$ cat src/hdl/swq_pkg.sv
`timescale 1ns / 1ps

package swq_pkg;

   // defaults for the top-level parameters
   localparam int QUEUE_DEPTH_DEF  = 16;
   localparam int LEVELS_DEF       = 3;
   localparam int HANDLE_WIDTH_DEF = 16;

   // fixed field widths
   localparam int OP_W     = 2;
   localparam int PRIO_W   = 2;
   localparam int STATUS_W = 3;
   localparam int OLEVEL_W = 2;
   localparam int TOTAL_W  = 6;
   localparam int TOTAL_MAX = (1 << TOTAL_W) - 1;

   // operation codes
   localparam logic [OP_W-1:0] OP_ENQUEUE = 2'd0;
   localparam logic [OP_W-1:0] OP_DEQUEUE = 2'd1;
   localparam logic [OP_W-1:0] OP_CLEAR   = 2'd2;
   localparam logic [OP_W-1:0] OP_BLOCK   = 2'd3;

   // result status codes
   localparam logic [STATUS_W-1:0] ST_OK       = 3'd0;
   localparam logic [STATUS_W-1:0] ST_BLOCKED  = 3'd1;
   localparam logic [STATUS_W-1:0] ST_BAD_PRIO = 3'd2;
   localparam logic [STATUS_W-1:0] ST_FULL     = 3'd3;
   localparam logic [STATUS_W-1:0] ST_NOTHING  = 3'd4;

   // controller to datapath command
   typedef struct packed {
      logic exec;   // execute the operation on the request payload this cycle
   } swq_cmd_type;

endpackage

$ cat src/hdl/swq_if.sv
`timescale 1ns / 1ps

interface swq_req_if #(
   parameter int HANDLE_WIDTH = swq_pkg::HANDLE_WIDTH_DEF
);
   logic                        valid;
   logic                        ready;
   logic [swq_pkg::OP_W-1:0]    operation;
   logic [swq_pkg::PRIO_W-1:0]  priority_req;
   logic [HANDLE_WIDTH-1:0]     item_handle;

   modport source (output valid, operation, priority_req, item_handle, input ready);
   modport sink (input valid, operation, priority_req, item_handle, output ready);
endinterface

interface swq_rsp_if #(
   parameter int HANDLE_WIDTH = swq_pkg::HANDLE_WIDTH_DEF
);
   logic                          valid;
   logic                          ready;
   logic [swq_pkg::STATUS_W-1:0]  status;
   logic [HANDLE_WIDTH-1:0]       out_handle;
   logic [swq_pkg::OLEVEL_W-1:0]  out_level;
   logic [swq_pkg::TOTAL_W-1:0]   total_length;
   logic                          all_empty;
   logic                          empty_event;
   logic                          wake_pulse;

   modport source (output valid, status, out_handle, out_level, total_length, all_empty,
                   empty_event, wake_pulse, input ready);
   modport sink (input valid, status, out_handle, out_level, total_length, all_empty,
                 empty_event, wake_pulse, output ready);
endinterface

$ cat src/hdl/swq_ctrl.sv
`timescale 1ns / 1ps

module swq_ctrl (
   input  logic                 clock,
   input  logic                 reset,
   input  logic                 req_valid,
   output logic                 req_ready,
   output logic                 rsp_valid,
   input  logic                 rsp_ready,
   output swq_pkg::swq_cmd_type cmd
);

   typedef enum logic [0:0] {
      S_IDLE,
      S_RESP
   } state_type;

   state_type state_ff;
   logic      rsp_valid_ff;

   assign req_ready = (state_ff == S_IDLE);
   assign rsp_valid = rsp_valid_ff;
   assign cmd.exec  = req_valid && (state_ff == S_IDLE);

   always_ff @(posedge clock) begin
      if (reset) begin
         state_ff     <= S_IDLE;
         rsp_valid_ff <= 1'b0;
      end else begin
         case (state_ff)
            S_IDLE: begin
               if (req_valid) begin
                  state_ff     <= S_RESP;
                  rsp_valid_ff <= 1'b1;
               end
            end
            S_RESP: begin
               if (rsp_ready) begin
                  state_ff     <= S_IDLE;
                  rsp_valid_ff <= 1'b0;
               end
            end
            default: begin
               state_ff     <= S_IDLE;
               rsp_valid_ff <= 1'b0;
            end
         endcase
      end
   end

endmodule

$ cat src/hdl/swq_datapath.sv
`timescale 1ns / 1ps

module swq_datapath #(
   parameter int QUEUE_DEPTH  = swq_pkg::QUEUE_DEPTH_DEF,
   parameter int LEVELS       = swq_pkg::LEVELS_DEF,
   parameter int HANDLE_WIDTH = swq_pkg::HANDLE_WIDTH_DEF
) (
   input  logic                          clock,
   input  logic                          reset,
   input  swq_pkg::swq_cmd_type          cmd,
   input  logic [swq_pkg::OP_W-1:0]      operation,
   input  logic [swq_pkg::PRIO_W-1:0]    priority_req,
   input  logic [HANDLE_WIDTH-1:0]       item_handle,
   output logic [swq_pkg::STATUS_W-1:0]  status,
   output logic [HANDLE_WIDTH-1:0]       out_handle,
   output logic [swq_pkg::OLEVEL_W-1:0]  out_level,
   output logic [swq_pkg::TOTAL_W-1:0]   total_length,
   output logic                          all_empty,
   output logic                          empty_event,
   output logic                          wake_pulse
);

   localparam int PTR_W  = $clog2(QUEUE_DEPTH);
   localparam int CNT_W  = $clog2(QUEUE_DEPTH + 1);
   localparam int LVL_W  = $clog2(LEVELS);
   localparam int ENTRIES = LEVELS * QUEUE_DEPTH;
   localparam int ADDR_W = $clog2(ENTRIES);
   localparam int TOT_W  = $clog2(ENTRIES + 1);

   // per-level queue state
   logic [PTR_W-1:0] rd_ptr_ff [LEVELS];
   logic [PTR_W-1:0] wr_ptr_ff [LEVELS];
   logic [CNT_W-1:0] cnt_ff    [LEVELS];
   logic             blocked_ff;
   logic [TOT_W-1:0] tot_ff;

   // handle storage, one QUEUE_DEPTH slice per level
   logic [HANDLE_WIDTH-1:0] mem [ENTRIES];
   logic [HANDLE_WIDTH-1:0] rd_data_ff;

   // response registers
   logic [swq_pkg::STATUS_W-1:0] status_ff;
   logic [swq_pkg::OLEVEL_W-1:0] level_ff;
   logic [swq_pkg::TOTAL_W-1:0]  total_ff;
   logic                         empty_ff;
   logic                         event_ff;
   logic                         wake_ff;
   logic                         pop_ff;

   logic [LVL_W-1:0]            enq_lvl;
   logic [LVL_W-1:0]            pop_lvl;
   logic                        found;
   logic                        bad_prio;
   logic                        enq_full;
   logic                        enq_ok;
   logic                        pop_ok;
   logic [PTR_W-1:0]            wr_ptr_in;
   logic [PTR_W-1:0]            rd_ptr_in;
   logic [ADDR_W-1:0]           wr_addr;
   logic [ADDR_W-1:0]           rd_addr;
   logic [TOT_W-1:0]            tot_in;
   logic [swq_pkg::STATUS_W-1:0] status_in;
   logic                        event_in;

   assign enq_lvl  = LVL_W'(priority_req);
   assign bad_prio = (int'(priority_req) >= LEVELS);

   // highest non-empty level wins: later (higher) levels override
   always_comb begin
      found   = 1'b0;
      pop_lvl = '0;
      for (int lv = 0; lv < LEVELS; lv++) begin
         if (cnt_ff[lv] != '0) begin
            found   = 1'b1;
            pop_lvl = LVL_W'(lv);
         end
      end
   end

   always_comb begin
      enq_full  = 1'b0;
      wr_ptr_in = '0;
      if (!bad_prio) begin
         enq_full  = (cnt_ff[enq_lvl] == CNT_W'(QUEUE_DEPTH));
         wr_ptr_in = (wr_ptr_ff[enq_lvl] == PTR_W'(QUEUE_DEPTH - 1)) ? '0
                   : wr_ptr_ff[enq_lvl] + PTR_W'(1);
      end
   end

   assign rd_ptr_in = (rd_ptr_ff[pop_lvl] == PTR_W'(QUEUE_DEPTH - 1)) ? '0
                    : rd_ptr_ff[pop_lvl] + PTR_W'(1);

   assign wr_addr = ADDR_W'(enq_lvl) * ADDR_W'(QUEUE_DEPTH) + ADDR_W'(wr_ptr_ff[enq_lvl]);
   assign rd_addr = ADDR_W'(pop_lvl) * ADDR_W'(QUEUE_DEPTH) + ADDR_W'(rd_ptr_ff[pop_lvl]);

   assign enq_ok = (operation == swq_pkg::OP_ENQUEUE) && !blocked_ff && !bad_prio && !enq_full;
   assign pop_ok = (operation == swq_pkg::OP_DEQUEUE) && found;

   always_comb begin
      status_in = swq_pkg::ST_OK;
      event_in  = 1'b0;
      tot_in    = tot_ff;
      case (operation)
         swq_pkg::OP_ENQUEUE: begin
            if (blocked_ff) begin
               status_in = swq_pkg::ST_BLOCKED;
            end else if (bad_prio) begin
               status_in = swq_pkg::ST_BAD_PRIO;
            end else if (enq_full) begin
               status_in = swq_pkg::ST_FULL;
            end else begin
               tot_in = tot_ff + TOT_W'(1);
            end
         end
         swq_pkg::OP_DEQUEUE: begin
            if (found) begin
               tot_in = tot_ff - TOT_W'(1);
            end else begin
               status_in = swq_pkg::ST_NOTHING;
               event_in  = blocked_ff;
            end
         end
         swq_pkg::OP_CLEAR: begin
            tot_in = '0;
         end
         default: begin
            event_in = (tot_ff == '0);
         end
      endcase
   end

   // queue control state
   always_ff @(posedge clock) begin
      if (reset) begin
         for (int lv = 0; lv < LEVELS; lv++) begin
            rd_ptr_ff[lv] <= '0;
            wr_ptr_ff[lv] <= '0;
            cnt_ff[lv]    <= '0;
         end
         blocked_ff <= 1'b0;
         tot_ff     <= '0;
      end else if (cmd.exec) begin
         tot_ff <= tot_in;
         case (operation)
            swq_pkg::OP_ENQUEUE: begin
               if (enq_ok) begin
                  wr_ptr_ff[enq_lvl] <= wr_ptr_in;
                  cnt_ff[enq_lvl]    <= cnt_ff[enq_lvl] + CNT_W'(1);
               end
            end
            swq_pkg::OP_DEQUEUE: begin
               if (found) begin
                  rd_ptr_ff[pop_lvl] <= rd_ptr_in;
                  cnt_ff[pop_lvl]    <= cnt_ff[pop_lvl] - CNT_W'(1);
               end
            end
            swq_pkg::OP_CLEAR: begin
               for (int lv = 0; lv < LEVELS; lv++) begin
                  rd_ptr_ff[lv] <= '0;
                  wr_ptr_ff[lv] <= '0;
                  cnt_ff[lv]    <= '0;
               end
            end
            default: begin
               blocked_ff <= 1'b1;
            end
         endcase
      end
   end

   // storage: at most one write or one registered read per transfer
   always_ff @(posedge clock) begin
      if (cmd.exec && enq_ok) begin
         mem[wr_addr] <= item_handle;
      end
      if (cmd.exec && pop_ok) begin
         rd_data_ff <= mem[rd_addr];
      end
   end

   always_ff @(posedge clock) begin
      if (cmd.exec) begin
         status_ff <= status_in;
         level_ff  <= pop_ok ? swq_pkg::OLEVEL_W'(pop_lvl) : '0;
         total_ff  <= (int'(tot_in) > swq_pkg::TOTAL_MAX) ? swq_pkg::TOTAL_W'(swq_pkg::TOTAL_MAX)
                                                         : swq_pkg::TOTAL_W'(tot_in);
         empty_ff  <= (tot_in == '0);
         event_ff  <= event_in;
         wake_ff   <= enq_ok;
         pop_ff    <= pop_ok;
      end
   end

   assign status       = status_ff;
   assign out_handle   = pop_ff ? rd_data_ff : '0;
   assign out_level    = level_ff;
   assign total_length = total_ff;
   assign all_empty    = empty_ff;
   assign empty_event  = event_ff;
   assign wake_pulse   = wake_ff;

endmodule

$ cat src/hdl/strict_priority_work_queue.sv
`timescale 1ns / 1ps
// Latency: the result is valid on the cycle after the request transfer.
// The controller holds off the next request until the result transfer completes.
// Reset (synchronous, active high): all queues empty, not blocked, no result pending.
//   Handle storage is not cleared; only written entries are ever read.

module strict_priority_work_queue #(
   parameter int QUEUE_DEPTH  = swq_pkg::QUEUE_DEPTH_DEF,
   parameter int LEVELS       = swq_pkg::LEVELS_DEF,
   parameter int HANDLE_WIDTH = swq_pkg::HANDLE_WIDTH_DEF
) (
   input logic  clock,
   input logic  reset,
   swq_req_if.sink   req_chan,
   swq_rsp_if.source rsp_chan
);

   swq_pkg::swq_cmd_type cmd;

   swq_ctrl u_ctrl (
      .clock     (clock),
      .reset     (reset),
      .req_valid (req_chan.valid),
      .req_ready (req_chan.ready),
      .rsp_valid (rsp_chan.valid),
      .rsp_ready (rsp_chan.ready),
      .cmd       (cmd)
   );

   swq_datapath #(
      .QUEUE_DEPTH  (QUEUE_DEPTH),
      .LEVELS       (LEVELS),
      .HANDLE_WIDTH (HANDLE_WIDTH)
   ) u_datapath (
      .clock        (clock),
      .reset        (reset),
      .cmd          (cmd),
      .operation    (req_chan.operation),
      .priority_req (req_chan.priority_req),
      .item_handle  (req_chan.item_handle),
      .status       (rsp_chan.status),
      .out_handle   (rsp_chan.out_handle),
      .out_level    (rsp_chan.out_level),
      .total_length (rsp_chan.total_length),
      .all_empty    (rsp_chan.all_empty),
      .empty_event  (rsp_chan.empty_event),
      .wake_pulse   (rsp_chan.wake_pulse)
   );

endmodule

$ cat src/flat_wrapper.sv
// flat-port wrapper written by rule: the top's interface ports become plain ports
module strict_priority_work_queue_flat 
#(
   parameter int QUEUE_DEPTH  = swq_pkg::QUEUE_DEPTH_DEF,
   parameter int LEVELS       = swq_pkg::LEVELS_DEF,
   parameter int HANDLE_WIDTH = swq_pkg::HANDLE_WIDTH_DEF
)
  (clock, reset, req_chan_valid, req_chan_operation, req_chan_priority_req, req_chan_item_handle, req_chan_ready, rsp_chan_valid, rsp_chan_status, rsp_chan_out_handle, rsp_chan_out_level, rsp_chan_total_length, rsp_chan_all_empty, rsp_chan_empty_event, rsp_chan_wake_pulse, rsp_chan_ready);
  swq_req_if #(.HANDLE_WIDTH(HANDLE_WIDTH)) req_chan_i ();
  swq_rsp_if #(.HANDLE_WIDTH(HANDLE_WIDTH)) rsp_chan_i ();
  input logic clock;
  input logic reset;
  input wire logic [$bits(req_chan_i.valid)-1:0] req_chan_valid;
  input wire logic [$bits(req_chan_i.operation)-1:0] req_chan_operation;
  input wire logic [$bits(req_chan_i.priority_req)-1:0] req_chan_priority_req;
  input wire logic [$bits(req_chan_i.item_handle)-1:0] req_chan_item_handle;
  output wire logic [$bits(req_chan_i.ready)-1:0] req_chan_ready;
  output wire logic [$bits(rsp_chan_i.valid)-1:0] rsp_chan_valid;
  output wire logic [$bits(rsp_chan_i.status)-1:0] rsp_chan_status;
  output wire logic [$bits(rsp_chan_i.out_handle)-1:0] rsp_chan_out_handle;
  output wire logic [$bits(rsp_chan_i.out_level)-1:0] rsp_chan_out_level;
  output wire logic [$bits(rsp_chan_i.total_length)-1:0] rsp_chan_total_length;
  output wire logic [$bits(rsp_chan_i.all_empty)-1:0] rsp_chan_all_empty;
  output wire logic [$bits(rsp_chan_i.empty_event)-1:0] rsp_chan_empty_event;
  output wire logic [$bits(rsp_chan_i.wake_pulse)-1:0] rsp_chan_wake_pulse;
  input wire logic [$bits(rsp_chan_i.ready)-1:0] rsp_chan_ready;
  assign req_chan_i.valid = req_chan_valid;
  assign req_chan_i.operation = req_chan_operation;
  assign req_chan_i.priority_req = req_chan_priority_req;
  assign req_chan_i.item_handle = req_chan_item_handle;
  assign req_chan_ready = req_chan_i.ready;
  assign rsp_chan_valid = rsp_chan_i.valid;
  assign rsp_chan_status = rsp_chan_i.status;
  assign rsp_chan_out_handle = rsp_chan_i.out_handle;
  assign rsp_chan_out_level = rsp_chan_i.out_level;
  assign rsp_chan_total_length = rsp_chan_i.total_length;
  assign rsp_chan_all_empty = rsp_chan_i.all_empty;
  assign rsp_chan_empty_event = rsp_chan_i.empty_event;
  assign rsp_chan_wake_pulse = rsp_chan_i.wake_pulse;
  assign rsp_chan_i.ready = rsp_chan_ready;
  strict_priority_work_queue #(.QUEUE_DEPTH(QUEUE_DEPTH), .LEVELS(LEVELS), .HANDLE_WIDTH(HANDLE_WIDTH)) u_core (.clock(clock), .reset(reset), .req_chan(req_chan_i), .rsp_chan(rsp_chan_i));
endmodule
$ cat config.mk
export PLATFORM = sky130hd
export DESIGN_NAME = strict_priority_work_queue_flat
export DESIGN_NICKNAME = d
export VERILOG_FILES = /design/src/hdl/swq_pkg.sv /design/src/hdl/swq_if.sv /design/src/hdl/swq_ctrl.sv /design/src/hdl/swq_datapath.sv /design/src/hdl/strict_priority_work_queue.sv /design/src/flat_wrapper.sv
export SDC_FILE = /design/constraint.sdc
export NUM_CORES = 1
export LEC_CHECK = 0
export ABC_AREA = 1
export ABC_CLOCK_PERIOD_IN_PS = 4000
export BUFFER_PORTS_ARGS = -buffer_cell sky130_fd_sc_hd__buf_2
export CAP_MARGIN = 20
export CELL_PAD_IN_SITES_DETAIL_PLACEMENT = 1
export CELL_PAD_IN_SITES_GLOBAL_PLACEMENT = 1
export CORE_UTILIZATION = 45
export DETAILED_ROUTE_END_ITERATION = 7
export PLACE_DENSITY_LB_ADDON = 0.1
export RECOVER_POWER = 100
export REMOVE_ABC_BUFFERS = 1
export SYNTH_ARGS = -nofsm -noshare
export SYNTH_HDL_FRONTEND = slang
export SYNTH_SLANG_ARGS = --single-unit
$ cat constraint.sdc
create_clock -name clock -period 4 [get_ports clock]
set_input_delay 0.4 -clock clock [delete_from_list [all_inputs] [get_ports clock]]
set_output_delay 0.4 -clock clock [all_outputs]
set_load 0.01 [all_outputs]
==> results.yml <==
run_status:
  run_status: "finished, violations left"
  failed_checks: "max-capacitance violations, max-slew violations"
drt:
  drc_errors: 0
  drt-pass1-iter-count: 7
  wire_per_inst_um: 25.4
  viasPerCell: 5.63
  postRouteAntennaNets: 0
  drt-total-wl_um: 114000
  drt_first_iter_violations: 2294
  num_vias: 25300
clocking:
  cts_resized: 0
  clk_latency_ps: 650
  clkSinkCount: 856
  post-cts-setup-buffers: 0
  numCtsBuffers: 91
  cts_buffer_depth: 3
  clk_pin_slew_ps: 60
  cts_tree: "yes"
  htree_levels: 3
  clock-root-buffer: "clkbuf_16"
  ctsHoldBuffers: 0
synth:
  syn_inst: 3298
  yosysWarningCount: 0
  ys.flop_type: "edfxtp_1"
  yosysTopAreaCellShare: 0.691
  ys_seq_elements: 856
  seq_area_frac_synth: 0.696
  synthesis.area_mm2: 0.0368
  synth_edf_count: 847
  yosysTopAreaCell: "edfxtp_1"
  yosys-top-cells-area: "edfxtp_1 69%, nand2_1 6.3%, nand3_1 5.8%"
  async_flop_share: 0
  yosysUniqueCellTypes: 41
  avgSynthCellArea_um2: 11.2
flow_run:
  maxCapViolations: 17
placed_design:
  pre_cts_ws_ps: 444
  port_buffers: 55
  place_area_mm2: 0.0386
  dp_hpwl_um: 69600
  place_congestion: 0.890
  dp.cells: 4334
timing:
  finalWorstSetupSlack_ps: 353
  fin_crit_ps: 3650
  max_freq_mhz: 274
  grt_setup_unrepaired: "false"
  hold_violations: 0
  finalSetupViolations: 0
  finalSetupTns_ps: 0
  finClkSkew_ps: 18.7
  tightest_slew_ps: 3660
  min_period_over_period: 0.912
  slew_viol_final: 742
  slew_headroom: -1.44
layout:
  syn2layout_area_growth_pct: 11.6
  fillerInstances: 8556
  finalInstanceArea_mm2: 0.0411
  drive_gt1_frac: 0.0680
  fin_cells: 4500
  fin_nets: 3401
global_route:
  grt_max_degree: 125
  overflow: 0
  grt.total_usage: 0.278
  grt_pass1_vias: 25700
  grt_pass1_wl_um: 169000
  antenna_found_initial: 1
setup_path:
  slowest_delay_ps: 810
  required_ps: 4390
  path_class: "register to register"
  path_common_cell: "nand3_1"
  reg2reg_slack_ps: 350
  critPathLaunchType: "register"
  crit_chain: "nor2_1 > nand4_1 > nand2_1 > clkbuf_4 > nand4_1 > nand3_1 > nand3_1 > nand3_1 > nand3_1 > nand3_1 > nand2_1"
  reg2reg_from: "u_core.u_datapath.cnt_ff[2][4]"
  cpMaxStageDelayCell: "clkbuf_4"
  r2r_end: "u_core.u_datapath.rd_data_ff[8]"
  end_kind: "register"
  reg2reg_depth: 11
  crit_fanout: 66
  crit_arrival_ps: 4030
power_and_ir_drop:
  ir_worst_vdd_mv: 0.348
  p_leak_nw: 15.8
  totalPowerFinal_mw: 20.3
  power.density_mw_per_mm2: 495
min_path:
  holdPathEnd: "u_core.u_ctrl.state_ff"
  hold_depth: 3
  min_from: "req_chan_valid"
  hp-class: "primary input to register"
floorplanning:
  row_count: 104
  die-area_mm2: 0.0829
  initial_core_util: 0.456
  core_mm2: 0.0807
  die_w_um: 288
  ios: 56
  die_h_um: 288
==> how the worst max path moves through the flow <==
stage	from	end	slack, ps	depth (start not counted)
after floorplan	u_core.u_datapath.cnt_ff[2][4]	u_core.u_datapath.rd_ptr_ff[0][3]	-14860	11
after global placement	u_core.u_datapath.cnt_ff[2][4]	u_core.u_datapath.rd_data_ff[1]	350	11
after detailed placement	req_chan_operation[0]	u_core.u_datapath.cnt_ff[1][2]	440	14
after CTS	u_core.u_datapath.cnt_ff[1][3]	u_core.u_datapath.cnt_ff[1][4]	420	15
after global routing	u_core.u_datapath.cnt_ff[0][1]	u_core.u_datapath.mem[35][15]	160	14
final	u_core.u_datapath.cnt_ff[2][4]	u_core.u_datapath.rd_data_ff[8]	350	11
==> cell type report <==
cell class                 count  area, µm²  share of cell area
antenna                        1       2.50           0.0000609
clock buffer                 109       2390              0.0581
clock inverter                54        368             0.00896
inverter                     480       1810              0.0440
multi-input combinational   1779       8520               0.207
sequential                   856      25600               0.624
tap                         1060       1330              0.0323
timing repair buffer         161       1040              0.0254
==> flip-flops by register name, summed over array words and instances, names as in the netlist <==
name / count
u_core.u_datapath.tot_ff: 6
u_core.u_datapath.mem: 768
u_core.u_datapath.pop_ff: 1
u_core.u_datapath.wake_pulse: 1
u_core.u_datapath.blocked_ff: 1
u_core.u_datapath.rd_data_ff: 16
u_core.u_datapath.empty_event: 1
u_core.u_datapath.all_empty: 1
u_core.u_datapath.total_length: 6
u_core.u_datapath.rd_ptr_ff: 12
u_core.u_datapath.wr_ptr_ff: 16
u_core.u_ctrl.state_ff: 1
u_core.u_datapath.out_level: 2
u_core.u_datapath.cnt_ff: 20
u_core.u_ctrl.rsp_valid: 1
u_core.u_datapath.status: 3
==> placed cells by master, fill, tap and decap left out, types with 7 or more instances in the layout <==
cell       Yosys  layout
clkbuf_2       0      40
conb_1         1       9
edfxtp_1     847     847
nand2_1      614     617
clkbuf_16      0      93
nand3_1      429     428
clkinv_1       0      28
inv_1        463     468
a22oi_1       10      10
clkinv_2       0      20
nand4_1       80      80
a21oi_1       77      77
buf_4         11      24
o21ai_0       80      82
buf_2        116       7
inv_2         17       8
o211ai_1     147     147
clkbuf_1      53      88
nor2_1       235     241
dfxtp_1        9       9
ha_1           8       8
buf_12         0      16
o21ai_1       45      43
==> routing by layer <==
metal	wire length (µm)	vias to the layer above	track usage	share of wire
li1	-	11500	-	-
met1	49800	12900	0.388	0.44
met2	54300	807	0.449	0.48
met3	7270	142	0.0445	0.064
met4	2700	0	0.0808	0.024
met5	0	-	0	0
==> Yosys cell counts, types with 2 or more instances <==
library cell  instances
edfxtp_1            847
nand2_1             614
inv_1               463
nand3_1             429
nor2_1              235
o211ai_1            147
buf_2               116
nand4_1              80
o21ai_0              80
a21oi_1              77
clkbuf_1             53
o21ai_1              45
inv_2                17
buf_4                11
a22oi_1              10
buf_1                 9
dfxtp_1               9
ha_1                  8
nor2_2                7
nand2_2               4
nor3_1                4
a21oi_2               3
and2_1                3
nand3_2               3
nand3b_1              3
xor2_1                3
buf_6                 2
nor4_1                2
xnor2_1               2
==> where the power goes <==
| part | internal [mW] | switching, mW | total (mW) | leakage [nW] |
|---|---|---|---|---|
| clock | 4.50 | 3.48 | 7.97 | 1.36 |
| sequential | 9.96 | 0.0357 | 10.0 | 7.77 |
| combinational | 0.583 | 1.75 | 2.33 | 6.69 |
| total | 15.0 | 5.26 | 20.3 | 15.8 |
==> worst max-delay path: cells and delay by family (launching register included) <==
family | cells | cell delay [ps]
simple gates | 10 | 2100
buf+inv | 1 | 810
flops | 1 | 420
==> stage by stage <==
| step | util | hold slack [ps] |
|---|---|---|
| 2_1_floorplan | - | 469 |
| 3_3_place_gp | 0.478 | 458 |
| 3_5_place_dp | 0.479 | 473 |
| 4_1_cts | 0.513 | 26.1 |
| 5_1_grt | 0.509 | 61.2 |
| 6_report | 0.509 | 33.7 |
==> cell families after synthesis <==
family	Yosys count	share of synthesized area
simple gates	1391	0.165
flops	856	0.696
buf+inv	671	0.0739
compound gates	366	0.0612
fa+ha+maj	8	0.00272
xor+xnor	5	0.00119
other cells	1	0.000102
(Power assumes the default switching activity.)
